`config.mk`:
```
export PLATFORM = sky130hd
export DESIGN_NAME = netpbm_stream_decoder
export DESIGN_NICKNAME = d
export VERILOG_FILES = /design/src/hdl/nsd_pkg.sv /design/src/hdl/nsd_front.sv /design/src/hdl/nsd_queue.sv /design/src/hdl/nsd_back.sv /design/src/hdl/netpbm_stream_decoder.sv
export SDC_FILE = /design/constraint.sdc
export NUM_CORES = 1
export LEC_CHECK = 0
export BUFFER_PORTS_ARGS = -buffer_cell sky130_fd_sc_hd__buf_2
export CAP_MARGIN = 40
export CORE_MARGIN = 1
export CORE_UTILIZATION = 55
export CTS_CLUSTER_SIZE = 10
export DETAILED_ROUTE_END_ITERATION = 8
export PLACE_DENSITY = 0.72
export SYNTH_ARGS = -nofsm -noshare
export SYNTH_HDL_FRONTEND = slang
export SYNTH_SLANG_ARGS = --single-unit
```
`constraint.sdc`:
```
create_clock -name i_clk -period 20.3 [get_ports i_clk]
set_input_delay 1.015 -clock i_clk [delete_from_list [all_inputs] [get_ports i_clk]]
set_output_delay 1.015 -clock i_clk [all_outputs]
set_load 0.01 [all_outputs]
```
`src/hdl/nsd_pkg.sv`:
```
`timescale 1ns / 1ps
package nsd_pkg;

    localparam int MAX_DIM = 4096;
    localparam int DIM_W   = 13;
    localparam int ACC_CAP = ((MAX_DIM > 255) ? MAX_DIM : 255) + 1;
    localparam int QDEPTH  = 4;
    localparam int QPTR_W  = 2;

    localparam logic [7:0] CH_P     = 8'h50;
    localparam logic [7:0] CH_ZERO  = 8'h30;
    localparam logic [7:0] CH_HASH  = 8'h23;
    localparam logic [7:0] CH_LF    = 8'h0a;
    localparam logic [7:0] CH_CR    = 8'h0d;

    localparam logic [2:0] ERR_NONE   = 3'd0;
    localparam logic [2:0] ERR_MAGIC  = 3'd1;
    localparam logic [2:0] ERR_ZERO   = 3'd2;
    localparam logic [2:0] ERR_MAXVAL = 3'd3;
    localparam logic [2:0] ERR_PIXEL  = 3'd4;
    localparam logic [2:0] ERR_CONV   = 3'd5;
    localparam logic [2:0] ERR_LARGE  = 3'd6;
    localparam logic [2:0] ERR_TRUNC  = 3'd7;

    localparam logic [2:0] FMT_P1 = 3'd1;
    localparam logic [2:0] FMT_P2 = 3'd2;
    localparam logic [2:0] FMT_P3 = 3'd3;
    localparam logic [2:0] FMT_P4 = 3'd4;
    localparam logic [2:0] FMT_P6 = 3'd6;

    localparam logic [1:0] TGT_KEEP = 2'd0;
    localparam logic [1:0] TGT_BAD  = 2'd2;

    typedef enum logic [1:0] {
        KIND_HDR = 2'd0,
        KIND_PIX = 2'd1,
        KIND_ERR = 2'd2
    } t_kind;

    typedef enum logic [3:0] {
        PH_MAGIC, PH_MAGIC_DIGIT, PH_MAGIC_END, PH_PRE_W, PH_IN_W, PH_PRE_H,
        PH_IN_H, PH_PRE_M, PH_IN_M, PH_DATA, PH_DATA_NUM, PH_DONE
    } t_phase;

    // One command per input byte that produces results.
    typedef struct packed {
        t_kind              kind;
        logic [7:0]         value;
        logic               bit_mode;
        logic [2:0]         last_idx;
        logic [1:0]         ci;
        logic [1:0]         fch;
        logic [1:0]         och;
        logic               done;
        logic [2:0]         err;
        logic [DIM_W-1:0]   width;
        logic [DIM_W-1:0]   height;
    } t_cmd;

    function automatic logic is_space(input logic [7:0] c);
        return (c == 8'd32) || (c >= 8'd9 && c <= 8'd13);
    endfunction

    function automatic logic is_digit(input logic [7:0] c);
        return (c >= 8'd48) && (c <= 8'd57);
    endfunction

    function automatic logic [DIM_W-1:0] acc_step(input logic [DIM_W-1:0] acc,
                                                  input logic [7:0] c);
        logic [DIM_W+3:0] t;
        t = {4'b0, acc} * (DIM_W+4)'(10) + {{DIM_W{1'b0}}, c[3:0]};
        if (t > (DIM_W+4)'(ACC_CAP))
            return DIM_W'(ACC_CAP);
        return t[DIM_W-1:0];
    endfunction

endpackage

```
`src/hdl/nsd_front.sv`:
```
`timescale 1ns / 1ps
module nsd_front (
    input  logic                i_clk,
    input  logic                i_rst_n,
    input  logic                i_valid,
    input  logic [7:0]          i_byte_value,
    input  logic                i_file_end,
    input  logic                i_q_full,
    input  logic                i_cfg_wr_en,
    input  logic [1:0]          i_cfg_wr_data,
    output logic                o_cmd_valid,
    output nsd_pkg::t_cmd       o_cmd
);
    import nsd_pkg::*;

    t_phase             r_phase, n_phase;
    logic [2:0]         r_fmt, n_fmt;
    logic [DIM_W-1:0]   r_width, n_width, r_height, n_height, r_acc, n_acc;
    logic [DIM_W-1:0]   r_col, n_col, r_row, n_row;
    logic [1:0]         r_ci, n_ci;
    logic               r_cmt, n_cmt;
    logic [1:0]         r_tc;

    logic               accept, sp, dg, hash, one_bit, fin;
    logic [1:0]         fch, och;
    logic [DIM_W-1:0]   acc_c, acc_0, fin_val, rem;
    logic               comp_req, pk_req, hdr_req, fail_req;
    logic [7:0]         comp_v;
    logic [2:0]         fail_code;
    logic               ev_err, ev_hdr, ev_pix, ev_bits, ev_done;
    logic [2:0]         ev_code, ev_last;
    logic [7:0]         ev_val;
    logic [1:0]         ev_ci;

    assign accept  = i_valid && !i_q_full;
    assign sp      = is_space(i_byte_value);
    assign dg      = is_digit(i_byte_value);
    assign hash    = (i_byte_value == CH_HASH);
    assign one_bit = (r_fmt == FMT_P1) || (r_fmt == FMT_P4);
    assign fch     = (r_fmt == FMT_P3 || r_fmt == FMT_P6) ? 2'd3 : 2'd1;
    assign och     = (r_tc == TGT_KEEP) ? fch : r_tc;
    assign acc_c   = acc_step(r_acc, i_byte_value);
    assign acc_0   = acc_step('0, i_byte_value);
    assign fin     = (fch == 2'd1) || (r_ci == 2'd2);
    assign rem     = r_width - r_col;

    always_comb begin
        n_phase = r_phase;  n_fmt = r_fmt;  n_width = r_width;  n_height = r_height;
        n_acc = r_acc;  n_col = r_col;  n_row = r_row;  n_ci = r_ci;  n_cmt = r_cmt;
        comp_req = 1'b0;  comp_v = '0;  pk_req = 1'b0;  hdr_req = 1'b0;
        fail_req = 1'b0;  fail_code = ERR_NONE;  fin_val = '0;
        ev_err = 1'b0;  ev_hdr = 1'b0;  ev_pix = 1'b0;  ev_bits = 1'b0;  ev_done = 1'b0;
        ev_code = ERR_NONE;  ev_last = '0;  ev_val = '0;  ev_ci = '0;

        case (r_phase)
            PH_MAGIC: begin
                if (i_byte_value == CH_P) n_phase = PH_MAGIC_DIGIT;
                else if (!sp) begin fail_req = 1'b1; fail_code = ERR_MAGIC; end
            end
            PH_MAGIC_DIGIT: begin
                if (i_byte_value inside {[8'h31:8'h36]}) begin
                    n_fmt   = i_byte_value[2:0];
                    n_phase = PH_MAGIC_END;
                end else begin
                    fail_req = 1'b1; fail_code = ERR_MAGIC;
                end
            end
            PH_MAGIC_END: begin
                if (sp) n_phase = PH_PRE_W;
                else if (hash) begin n_cmt = 1'b1; n_phase = PH_PRE_W; end
                else begin fail_req = 1'b1; fail_code = ERR_MAGIC; end
            end
            PH_PRE_W, PH_PRE_H, PH_PRE_M: begin
                if (r_cmt) begin
                    if (i_byte_value == CH_LF || i_byte_value == CH_CR) n_cmt = 1'b0;
                end else if (sp) begin
                    n_cmt = 1'b0;
                end else if (hash) begin
                    n_cmt = 1'b1;
                end else if (dg) begin
                    n_acc   = acc_0;
                    n_phase = (r_phase == PH_PRE_W) ? PH_IN_W :
                              (r_phase == PH_PRE_H) ? PH_IN_H : PH_IN_M;
                end else begin
                    fail_req  = 1'b1;
                    fail_code = (r_phase == PH_PRE_M) ? ERR_MAXVAL : ERR_ZERO;
                end
            end
            PH_IN_W, PH_IN_H: begin
                if (dg) begin
                    n_acc = acc_c;
                end else if (sp || (hash && (r_phase == PH_IN_W || !one_bit))) begin
                    n_acc = '0;
                    if (r_acc == '0) begin
                        fail_req = 1'b1; fail_code = ERR_ZERO;
                    end else if (r_acc > DIM_W'(MAX_DIM)) begin
                        fail_req = 1'b1; fail_code = ERR_LARGE;
                    end else if (r_phase == PH_IN_W) begin
                        n_width = r_acc;  n_phase = PH_PRE_H;  n_cmt = hash;
                    end else begin
                        n_height = r_acc;
                        if (one_bit) hdr_req = 1'b1;
                        else begin n_phase = PH_PRE_M; n_cmt = hash; end
                    end
                end else begin
                    fail_req = 1'b1; fail_code = ERR_ZERO;
                end
            end
            PH_IN_M: begin
                if (dg) n_acc = acc_c;
                else if (sp && r_acc == DIM_W'(255)) hdr_req = 1'b1;
                else begin fail_req = 1'b1; fail_code = ERR_MAXVAL; end
            end
            PH_DATA: begin
                case (r_fmt)
                    FMT_P1: begin
                        if (!sp) begin
                            comp_req = 1'b1;
                            comp_v   = (i_byte_value == CH_ZERO) ? 8'd255 : 8'd0;
                        end
                    end
                    FMT_P2, FMT_P3: begin
                        if (dg) begin n_acc = acc_0; n_phase = PH_DATA_NUM; end
                        else if (!sp) begin fail_req = 1'b1; fail_code = ERR_PIXEL; end
                    end
                    FMT_P4:  pk_req = 1'b1;
                    default: begin comp_req = 1'b1; comp_v = i_byte_value; end
                endcase
            end
            PH_DATA_NUM: begin
                if (dg) n_acc = acc_c;
                else if (sp) begin
                    n_acc = '0;  n_phase = PH_DATA;
                    if (r_acc > DIM_W'(255)) begin fail_req = 1'b1; fail_code = ERR_PIXEL; end
                    else begin comp_req = 1'b1; comp_v = r_acc[7:0]; end
                end else begin
                    fail_req = 1'b1; fail_code = ERR_PIXEL;
                end
            end
            default: begin
                n_phase = r_phase;
            end
        endcase

        // A pending ASCII value is completed by the end of the file.
        if (i_file_end && n_phase == PH_DATA_NUM) begin
            fin_val = n_acc;
            n_acc   = '0;
            n_phase = PH_DATA;
            if (fin_val > DIM_W'(255)) begin fail_req = 1'b1; fail_code = ERR_PIXEL; end
            else begin comp_req = 1'b1; comp_v = fin_val[7:0]; end
        end

        if (hdr_req) begin
            if (r_tc == TGT_BAD) begin
                fail_req = 1'b1; fail_code = ERR_CONV;
            end else begin
                ev_hdr = 1'b1;  n_phase = PH_DATA;
                n_col = '0;  n_row = '0;  n_ci = '0;  n_acc = '0;
            end
        end

        if (comp_req) begin
            ev_pix = 1'b1;  ev_val = comp_v;  ev_ci = r_ci;
            if (!fin) begin
                n_ci = r_ci + 2'd1;
            end else begin
                n_ci = '0;
                if ({1'b0, r_col} + (DIM_W+1)'(1) >= {1'b0, r_width}) begin
                    n_col = '0;
                    n_row = r_row + DIM_W'(1);
                    if ({1'b0, r_row} + (DIM_W+1)'(1) >= {1'b0, r_height}) begin
                        n_phase = PH_DONE;  ev_done = 1'b1;
                    end
                end else begin
                    n_col = r_col + DIM_W'(1);
                end
            end
        end

        // Packed bits: one byte never runs past the end of its row.
        if (pk_req) begin
            ev_pix = 1'b1;  ev_val = i_byte_value;  ev_bits = 1'b1;
            if (rem > DIM_W'(8)) begin
                ev_last = 3'd7;
                n_col   = r_col + DIM_W'(8);
            end else begin
                ev_last = rem[2:0] - 3'd1;
                n_col   = '0;
                n_row   = r_row + DIM_W'(1);
                if ({1'b0, r_row} + (DIM_W+1)'(1) >= {1'b0, r_height}) begin
                    n_phase = PH_DONE;  ev_done = 1'b1;
                end
            end
        end

        if (fail_req) begin
            ev_err = 1'b1;  ev_code = fail_code;  n_phase = PH_DONE;  n_cmt = 1'b0;
        end

        if (i_file_end) begin
            if (n_phase != PH_DONE) begin
                ev_err = 1'b1;  ev_code = ERR_TRUNC;  ev_hdr = 1'b0;  ev_pix = 1'b0;
            end
            n_phase = PH_MAGIC;  n_fmt = '0;  n_width = '0;  n_height = '0;  n_acc = '0;
            n_col = '0;  n_row = '0;  n_ci = '0;  n_cmt = 1'b0;
        end
    end

    always_comb begin
        o_cmd_valid    = accept && (ev_err || ev_hdr || ev_pix);
        o_cmd.kind     = ev_err ? KIND_ERR : (ev_hdr ? KIND_HDR : KIND_PIX);
        o_cmd.value    = ev_val;
        o_cmd.bit_mode = ev_bits;
        o_cmd.last_idx = ev_last;
        o_cmd.ci       = ev_ci;
        o_cmd.fch      = fch;
        o_cmd.och      = och;
        o_cmd.done     = ev_done;
        o_cmd.err      = ev_code;
        o_cmd.width    = n_width;
        o_cmd.height   = n_height;
    end

    always_ff @(posedge i_clk) begin
        if (!i_rst_n) begin
            r_phase <= PH_MAGIC;  r_fmt <= '0;  r_width <= '0;  r_height <= '0;
            r_acc <= '0;  r_col <= '0;  r_row <= '0;  r_ci <= '0;  r_cmt <= 1'b0;
            r_tc <= TGT_KEEP;
        end else begin
            if (i_cfg_wr_en) r_tc <= i_cfg_wr_data;
            if (accept) begin
                r_phase <= n_phase;  r_fmt <= n_fmt;  r_width <= n_width;
                r_height <= n_height;  r_acc <= n_acc;  r_col <= n_col;
                r_row <= n_row;  r_ci <= n_ci;  r_cmt <= n_cmt;
            end
        end
    end

endmodule

```
`src/hdl/nsd_queue.sv`:
```
`timescale 1ns / 1ps
module nsd_queue (
    input  logic            i_clk,
    input  logic            i_rst_n,
    input  logic            i_push,
    input  nsd_pkg::t_cmd   i_data,
    output logic            o_full,
    output logic            o_valid,
    output nsd_pkg::t_cmd   o_data,
    input  logic            i_pop
);
    import nsd_pkg::*;

    t_cmd               r_mem [QDEPTH];
    logic [QPTR_W-1:0]  r_wr, r_rd;
    logic [QPTR_W:0]    r_cnt;
    logic               do_pop;

    assign o_full  = (r_cnt == (QPTR_W+1)'(QDEPTH));
    assign o_valid = (r_cnt != '0);
    assign o_data  = r_mem[r_rd];
    assign do_pop  = i_pop && o_valid;

    always_ff @(posedge i_clk) begin
        if (i_push && !o_full) r_mem[r_wr] <= i_data;
    end

    always_ff @(posedge i_clk) begin
        if (!i_rst_n) begin
            r_wr <= '0;  r_rd <= '0;  r_cnt <= '0;
        end else begin
            if (i_push && !o_full) r_wr <= r_wr + QPTR_W'(1);
            if (do_pop) r_rd <= r_rd + QPTR_W'(1);
            r_cnt <= r_cnt + (QPTR_W+1)'(i_push && !o_full) - (QPTR_W+1)'(do_pop);
        end
    end

endmodule

```
`src/hdl/nsd_back.sv`:
```
`timescale 1ns / 1ps
module nsd_back (
    input  logic                        i_clk,
    input  logic                        i_rst_n,
    input  logic                        i_q_valid,
    input  nsd_pkg::t_cmd               i_q_data,
    output logic                        o_q_pop,
    output logic                        o_valid,
    input  logic                        i_stall,
    output logic [1:0]                  o_kind,
    output logic [7:0]                  o_pixel_value,
    output logic [1:0]                  o_component,
    output logic [nsd_pkg::DIM_W-1:0]   o_image_width,
    output logic [nsd_pkg::DIM_W-1:0]   o_image_height,
    output logic [1:0]                  o_out_channels,
    output logic [2:0]                  o_error_code,
    output logic                        o_image_done,
    output logic                        o_run_last
);
    import nsd_pkg::*;

    logic [2:0]     r_j;
    logic [1:0]     r_r;
    logic [9:0]     r_sum;
    logic           r_o_valid;
    logic           is_pix, rep, mean, last_step, emit, go;
    logic [7:0]     comp_v, quot;
    logic [9:0]     sum_tot;
    logic [19:0]    prod;

    assign is_pix  = (i_q_data.kind == KIND_PIX);
    assign rep     = (i_q_data.fch == 2'd1) && (i_q_data.och == 2'd3);
    assign mean    = (i_q_data.fch == 2'd3) && (i_q_data.och == 2'd1);
    // Packed bits go out MSB first; a set bit is black.
    assign comp_v  = i_q_data.bit_mode ? (i_q_data.value[~r_j] ? 8'd0 : 8'd255)
                                       : i_q_data.value;
    assign sum_tot = r_sum + {2'b0, comp_v};
    // Exact sum / 3 for every sum below 768.
    assign prod    = {10'b0, sum_tot} * 20'd683;
    assign quot    = prod[18:11];
    assign last_step = !is_pix ||
                       ((r_j == i_q_data.last_idx) && (!rep || r_r == 2'd2));
    assign emit    = !is_pix || !mean || (i_q_data.ci == 2'd2);
    assign go      = i_q_valid && (!r_o_valid || !i_stall);
    assign o_q_pop = go && last_step;
    assign o_valid = r_o_valid;

    always_ff @(posedge i_clk) begin
        if (!i_rst_n) begin
            r_o_valid <= 1'b0;  r_j <= '0;  r_r <= '0;  r_sum <= '0;
        end else begin
            if (!r_o_valid || !i_stall) r_o_valid <= go && emit;
            if (go) begin
                if (last_step) begin
                    r_j <= '0;  r_r <= '0;
                end else if (rep && r_r != 2'd2) begin
                    r_r <= r_r + 2'd1;
                end else begin
                    r_r <= '0;  r_j <= r_j + 3'd1;
                end
                if (!is_pix) r_sum <= '0;
                else if (mean) r_sum <= (i_q_data.ci == 2'd2) ? 10'd0 : sum_tot;
            end
        end
    end

    always_ff @(posedge i_clk) begin
        if (go && emit) begin
            o_kind         <= i_q_data.kind;
            o_run_last     <= last_step;
            o_image_width  <= (i_q_data.kind == KIND_HDR) ? i_q_data.width : '0;
            o_image_height <= (i_q_data.kind == KIND_HDR) ? i_q_data.height : '0;
            o_error_code   <= (i_q_data.kind == KIND_ERR) ? i_q_data.err : ERR_NONE;
            o_out_channels <= (i_q_data.kind == KIND_ERR) ? 2'd1 : i_q_data.och;
            o_pixel_value  <= !is_pix ? 8'd0 : (mean ? quot : comp_v);
            o_component    <= !is_pix ? 2'd0 : (rep ? r_r : (mean ? 2'd0 : i_q_data.ci));
            o_image_done   <= is_pix && i_q_data.done && last_step;
        end
    end

endmodule

```
`src/hdl/netpbm_stream_decoder.sv`:
```
`timescale 1ns / 1ps
// Netpbm (P1..P6) stream decoder.
// Input channel: one file byte per beat (i_byte_value, i_file_end on the last
// byte), i_valid with o_stall. Output channel: one result per beat, o_valid
// with i_stall; o_run_last marks the last result caused by one input byte.
// Configuration: i_cfg_wr_en writes i_cfg_wr_data into the target channel
// register; write it only while no file is in flight.
// A front parser takes one byte per cycle while the queue is not full and
// turns it into at most one command, held in a four-entry queue. The back
// end expands each command into its results at one result per cycle while
// i_stall is low: a packed P4 byte gives up to 8 pixels, and grey to RGB
// triples that, so one byte can give up to 24 results. A byte is queued, then
// its first result registered. One-result bytes run at one per cycle unstalled.
// Reset (synchronous, active low) returns the parser to expecting a magic,
// empties the queue, drops any pending result and sets target channels to 0.
// When the receiver stalls, the output beat holds, the queue fills and
// o_stall rises once four commands wait.
module netpbm_stream_decoder (
    input  logic                        i_clk,
    input  logic                        i_rst_n,
    input  logic                        i_valid,
    output logic                        o_stall,
    input  logic [7:0]                  i_byte_value,
    input  logic                        i_file_end,
    input  logic                        i_cfg_wr_en,
    input  logic [1:0]                  i_cfg_wr_data,
    output logic                        o_valid,
    input  logic                        i_stall,
    output logic [1:0]                  o_kind,
    output logic [7:0]                  o_pixel_value,
    output logic [1:0]                  o_component,
    output logic [nsd_pkg::DIM_W-1:0]   o_image_width,
    output logic [nsd_pkg::DIM_W-1:0]   o_image_height,
    output logic [1:0]                  o_out_channels,
    output logic [2:0]                  o_error_code,
    output logic                        o_image_done,
    output logic                        o_run_last
);
    import nsd_pkg::*;

    t_cmd   push_cmd, head_cmd;
    logic   push_valid, q_full, q_valid, q_pop;

    assign o_stall = q_full;

    nsd_front u_front (
        .i_clk         (i_clk),
        .i_rst_n       (i_rst_n),
        .i_valid       (i_valid),
        .i_byte_value  (i_byte_value),
        .i_file_end    (i_file_end),
        .i_q_full      (q_full),
        .i_cfg_wr_en   (i_cfg_wr_en),
        .i_cfg_wr_data (i_cfg_wr_data),
        .o_cmd_valid   (push_valid),
        .o_cmd         (push_cmd)
    );

    nsd_queue u_queue (
        .i_clk   (i_clk),
        .i_rst_n (i_rst_n),
        .i_push  (push_valid),
        .i_data  (push_cmd),
        .o_full  (q_full),
        .o_valid (q_valid),
        .o_data  (head_cmd),
        .i_pop   (q_pop)
    );

    nsd_back u_back (
        .i_clk          (i_clk),
        .i_rst_n        (i_rst_n),
        .i_q_valid      (q_valid),
        .i_q_data       (head_cmd),
        .o_q_pop        (q_pop),
        .o_valid        (o_valid),
        .i_stall        (i_stall),
        .o_kind         (o_kind),
        .o_pixel_value  (o_pixel_value),
        .o_component    (o_component),
        .o_image_width  (o_image_width),
        .o_image_height (o_image_height),
        .o_out_channels (o_out_channels),
        .o_error_code   (o_error_code),
        .o_image_done   (o_image_done),
        .o_run_last     (o_run_last)
    );

endmodule

```
==> impl_metrics.env, run 1 <==
export IMPL_initial_core_util_pct=55.98
export IMPL_setup_viol=0
export IMPL_cp_start_kind="flip-flop"
export IMPL_die_area_um2=38040
export IMPL_end_kind="flip-flop"
export IMPL_seq_area_frac_synth_pct=45.27
export IMPL_final_hold_viol_count=0
export IMPL_crit_path_top_delay_cell="buf_4"
export IMPL_maxCapViolCount=0
export IMPL_ant_nets=0
export IMPL_cts_tree="built"
export IMPL_num_vias=15340
export IMPL_avgSynthCellArea_um2=10.80
export IMPL_final_common_cell="edfxtp_1"
export IMPL_fmax_mhz=113.2
export IMPL_antenna_found_initial=0
export IMPL_clock_path_buffers=3
export IMPL_post_cts_buffers=0
export IMPL_criticalPathCategory="flip-flop to flip-flop"
export IMPL_synth_async_sr_flop_share_pct=0
export IMPL_clkSlewWorstSetupHoldPaths_ns=0.06
export IMPL_use_met3_pct=3.351
export IMPL_synth_net_count=2082
export IMPL_outcome="completed"
export IMPL_slew_headroom_pct=36.04
export IMPL_pin_count=63
export IMPL_drc=0
export IMPL_drt_iter0_drc=1226
export IMPL_worst_ep_required_time_ns=20.57
export IMPL_diodes=0
export IMPL_die_h_um=195.0
export IMPL_coreArea_um2=36610
export IMPL_routedWlPerCell_um=21.61
export IMPL_grt_start_max_net_pins=59
export IMPL_nets=2122
export IMPL_cp_slowest_stage_delay_ns=0.55
export IMPL_synth_distinct_cells=107
export IMPL_skew_ns=0.02497
export IMPL_arrival_ns=9.10
export IMPL_post_dp_cell_area_um2=21150
export IMPL_powerDensity_nw_per_um2=185.6
export IMPL_ys_ff_latch=343
export IMPL_hold_class="flip-flop to flip-flop"
export IMPL_syn_inst=1898
export IMPL_tightest_slew_ns=0.9473
export IMPL_rsz0062_at_grt="no"
export IMPL_drive_gt1_share_pct=11.97
export IMPL_critPathTopFamily="adder cells"
export IMPL_numClockSinks=343
export IMPL_grt_use_met1_pct=38.81
export IMPL_drtPass1Iterations=6
export IMPL_ctsRootBufferMaster="clkbuf_16"
export IMPL_gr_usage_met2_pct=45.24
export IMPL_wirelength_mm=52.73
export IMPL_synth_edf_count=241
export IMPL_core_rowCount=70
export IMPL_timing_final_crit_share_pct=43.51
export IMPL_overflow=0
export IMPL_design_area_um2=22470
export IMPL_crit_buf_inv=5
export IMPL_grt_first_pass_wirelength_mm=82.97
export IMPL_area_growth_pct=9.633
export IMPL_yosys_warnings=0
export IMPL_busiest_layer="met2"
export IMPL_portBuffers=62
export IMPL_synth_main_ff_cell="edfxtp_1"
export IMPL_cts_hold_buf=0
export IMPL_htree_levels=2
export IMPL_p_leak_uw=0.008786
export IMPL_drv_slew=0
export IMPL_numCtsBuffers=42
export IMPL_grtUsageTotal_pct=27.86
export IMPL_hpwl_mm=36.18
export IMPL_critPathMaxFanout=49
export IMPL_grt_pass1_vias=14890
export IMPL_final_setup_tns_ns=0
export IMPL_layout_common_cells="241 x edfxtp_1, 149 x nand2_1, 144 x nor2_1"
export IMPL_via_per_inst=6.288
export IMPL_cts_resized=0
export IMPL_die_x_um=195.0
export IMPL_vdd_drop_max_uv=322.2
export IMPL_fin_crit_ns=8.833
export IMPL_gp_congestion=0.9156
export IMPL_clkLatencyLatePin_ns=0.55
export IMPL_synth_area_um2=20490
[through the flow]
stage                     power, µW  hold slack [ns]  worst slack, ns  std cells  utilization, %
after floorplan                2836           0.4362            11.70       1898               -
after global placement         3407           0.4536            11.60       2359           57.66
after detailed placement       3457           0.4516            11.42       2362           57.78
after CTS                      4206           0.4618            11.42       2440           61.37
after global routing           4583           0.4826            10.78       2440           61.37
final                          4171           0.4604            11.47       2440           61.37
[area by class of cell]
type                            count  area (µm²)
Clock buffer                       70        1156
Clock inverter                      8       160.2
Fill cell                        2881       14140
Inverter                          131       491.7
Multi-Input combinational cell   1341       10330
Sequential cell                   343        9284
Tap cell                          468       585.6
Timing Repair Buffer               79       459.2
[kinds of logic after synthesis]
kind of cell / after synthesis / synth area share (%)
buffers and inverters: 214 / 4.347
AOI/OAI and AO/OA: 423 / 14.04
DFF: 343 / 45.27
adders and majority gates: 168 / 11.21
xor gates and xnor gates: 69 / 3.016
muxes: 87 / 7.375
and+or+nand+nor: 594 / 14.74
[where the power goes]
part,switching (µW),internal [µW]
registers,48.5,918
logic,1430,1060
clock network,293,419
[metal layers]
layer	share of wire, %	vias to the layer above
met4	3.2	0
li1	-	7133
met3	7.1	114
met1	43	7483
met5	0	-
met2	46	613
[flip-flops by register name, summed over array words and instances (netlist names), 2 cells and up, named ones only]
register and cells:
u_front.r_width 13, u_queue.r_mem 196, u_queue.r_wr 2, u_front.r_height 13, u_queue.r_cnt 3, u_front.r_phase 4
u_back.o_image_height 13, u_queue.r_rd 2, u_back.o_component 2, u_front.r_ci 2, u_back.r_r 2, u_back.o_pixel_value 8
u_back.o_kind 2, u_front.r_tc 2, u_back.o_image_width 13, u_back.o_error_code 3, u_back.r_j 3, u_back.o_out_channels 2
u_front.r_col 13, u_back.r_sum 10, u_front.r_acc 13, u_front.r_row 13, u_front.r_fmt 3
[final timing paths]
| kind | from | end | slack [ns] | depth (start not counted) |
|---|---|---|---|---|
| worst max register to register | flip-flop | u_back.o_pixel_value[7] | 11.47 | 32 |
| worst max-delay path | flip-flop | u_back.o_pixel_value[7] | 11.47 | 32 |
| worst min-delay path | u_back.r_sum[4] | u_back.r_sum[4] | 0.46 | 2 |
| worst min register to register | u_back.r_sum[4] | u_back.r_sum[4] | 0.46 | 2 |
[tightest hold or removal path, cell delays in order, from the launching register on]
cell and delay, ns:
dfxtp_1 0.31, nand2_1 0.05, a21oi_1 0.05
[synthesized netlist by cell type (all sizes together), types with 8 or more instances]
library cell    n  share of area, %
o21ai          95               2.3
a31oi          12              0.37
o21a           13              0.48
and3           29              0.93
a21oi         107               2.6
clkbuf         56               1.3
or3            16              0.53
nor2          146               2.7
a2111oi         9              0.54
a21o           19              0.70
o211ai         17              0.62
nand2b         20              0.61
nor3           40              0.98
nand4          16              0.52
inv           130               2.4
edfxtp        241                35
a221o           9              0.45
a211oi         16              0.67
a211o          10              0.43
mux2i          34               1.7
xnor2          43               1.8
o31ai           9              0.33
nand2         149               2.7
dfxtp         102                10
nor3b           8              0.29
nor2b          46               1.4
xor2           25               1.1
and2           22              0.68
nand3          44               1.1
o21bai          8              0.29
ha            142               8.7
fa             26               2.5
a22oi          28               1.0
mux4           51               5.6
or2            11              0.34
nor4           11              0.34
buf            27              0.68
(Power assumes the default switching activity.)
==> run 2: changes to the inputs <==
--- a/config.mk
+++ b/config.mk
@@ -11,7 +11,7 @@
 export CORE_UTILIZATION = 55
 export CTS_CLUSTER_SIZE = 10
 export DETAILED_ROUTE_END_ITERATION = 8
-export PLACE_DENSITY = 0.72
+export PLACE_DENSITY = 0.75
 export SYNTH_ARGS = -nofsm -noshare
 export SYNTH_HDL_FRONTEND = slang
 export SYNTH_SLANG_ARGS = --single-unit
==> constraint.sdc (replaced) <==
create_clock -name i_clk -period 7.1 [get_ports i_clk]
set_input_delay 0.355 -clock i_clk [delete_from_list [all_inputs] [get_ports i_clk]]
set_output_delay 0.355 -clock i_clk [all_outputs]
set_load 0.01 [all_outputs]
==> impl_metrics.env, run 2 (synthesized netlist as in run 1, its figures left out) <==
export IMPL_outcome="complete, but fails checks"
export IMPL_violations="setup timing"
export IMPL_criticalPathCategory="flip-flop to flip-flop"
export IMPL_cts_tree="built"
export IMPL_fin_ws_ns=-0.2296
export IMPL_whs_ns=0.07975
export IMPL_grtUsageTotal_pct=27.08
export IMPL_largest_reg_flops=196
export IMPL_tightest_slew_ns=0.8716
export IMPL_timing_final_crit_share_pct=103.2
export IMPL_initial_core_util_pct=55.98
export IMPL_drv_slew=0
export IMPL_fin_crit_ns=7.330
export IMPL_drc=0
export IMPL_clkSlewWorstSetupHoldPaths_ns=0.06
export IMPL_grt_pass1_vias=15170
export IMPL_grt_first_pass_wirelength_mm=81.17
export IMPL_die_x_um=195.0
export IMPL_area_growth_pct=12.75
export IMPL_critPathMaxFanout=5
export IMPL_regMostFlops="u_queue.r_mem"
export IMPL_numCtsBuffers=41
export IMPL_coreArea_um2=36610
export IMPL_skew_ns=0.02974
export IMPL_fmax_mhz=136.4
export IMPL_wirelength_mm=51.57
export IMPL_htree_levels=2
export IMPL_routedWlPerCell_um=20.69
export IMPL_nets=2186
export IMPL_cp_slowest_stage_delay_ns=0.58
export IMPL_drt_iter0_drc=1308
export IMPL_hpwl_mm=36.40
export IMPL_core_rowCount=70
export IMPL_slew_headroom_pct=41.16
export IMPL_rsz0062_at_grt="yes"
export IMPL_die_h_um=195.0
export IMPL_seqCellArea_um2=9284
export IMPL_end_kind="flip-flop"
export IMPL_pin_count=63
export IMPL_antenna_found_initial=0
export IMPL_arrival_ns=7.57
export IMPL_diodes=0
export IMPL_multi_input_area_um2=10560
export IMPL_fillers=2810
export IMPL_clkLatencyLatePin_ns=0.54
export IMPL_layout_common_cells="241 x edfxtp_1, 147 x nand2_1, 144 x nor2_1"
export IMPL_worst_ep_required_time_ns=7.34
export IMPL_final_common_cell="edfxtp_1"
export IMPL_drtPass1Iterations=6
export IMPL_hold_class="input port to flip-flop"
export IMPL_die_area_um2=38040
export IMPL_ctsRootBufferMaster="clkbuf_16"
export IMPL_clock_path_buffers=3
export IMPL_fin_cells=2492
export IMPL_portBuffers=62
export IMPL_drive_gt1_share_pct=16.85
export IMPL_cts_hold_buf=0
export IMPL_cp_start_kind="flip-flop"
export IMPL_dpl_cell_count=2407
export IMPL_cp_common_cell="ha_1"
export IMPL_grt_start_max_net_pins=59
export IMPL_numClockSinks=343
export IMPL_via_per_inst=6.197
export IMPL_post_place_ws_ns=-0.4236
export IMPL_overflow=0
export IMPL_setup_viol=7
export IMPL_crit_path_top_delay_cell="fa_1"
export IMPL_final_hold_viol_count=0
export IMPL_num_vias=15440
export IMPL_ant_nets=0
export IMPL_gp_congestion=0.9210
export IMPL_maxCapViolCount=0
-- run 2: worst max-delay path: cells and delay by family (launching register included) --
kind / cells / cell delay, ns
flip-flops: 1 / 0.36
AO/OA/AOI/OAI: 11 / 1.81
buffers and inverters: 3 / 0.24
multiplexers: 2 / 0.99
XOR/XNOR: 1 / 0.26
AND/OR/NAND/NOR: 5 / 0.94
adder cells (fa/ha/maj): 7 / 2.40
-- run 2: cell type report --
cell class,instances,share of cell area [%]
clock buffer,59,4.911
clock inverter,6,0.2382
inverter,131,2.128
multi-input combinational,1341,45.68
sequential,343,40.18
tap,468,2.534
timing repair buffer,144,4.326
-- run 2: metrics by stage --
stage | area [µm²] | TNS (ns) | utilization, %
finish | 23110 | -1.053 | 63.12
CTS | 22920 | -1.459 | 62.60
floorplan | 20590 | -1.685 | -
global route | 23110 | -3.297 | 63.12
global placement | 21540 | -0.9930 | 58.85
detailed placement | 21580 | -2.023 | 58.95
-- run 2: worst paths after layout --
path	slack (ns)	cells past startpoint	to	from
max	-0.23	29	u_back.o_pixel_value[5]	flip-flop
min	0.08	3	u_front.r_tc[0]	i_cfg_wr_data[0]
min reg2reg	0.46	2	u_back.r_sum[4]	u_back.r_sum[4]
max reg2reg	-0.23	29	u_back.o_pixel_value[5]	flip-flop
-- run 2: timing repair --
item                                    in CTS  in global routing
endpoints found under the setup margin       7                  8
pin swaps                                   31                 24
resized for setup                            9                 28
buffers inserted                            12                  8
-- run 2: metal layers --
metal / vias up / GRT usage [%] / routed length, µm
met5: - / 0 / 0
met4: 0 / 10.12 / 1805
met3: 113 / 4.024 / 3641
met2: 563 / 44.51 / 24040
met1: 7509 / 36.45 / 22080
li1: 7259 / - / -
Power of run 2 is not shown: default switching activity piles up to over one toggle a cycle in this logic, so the estimate is an artifact.
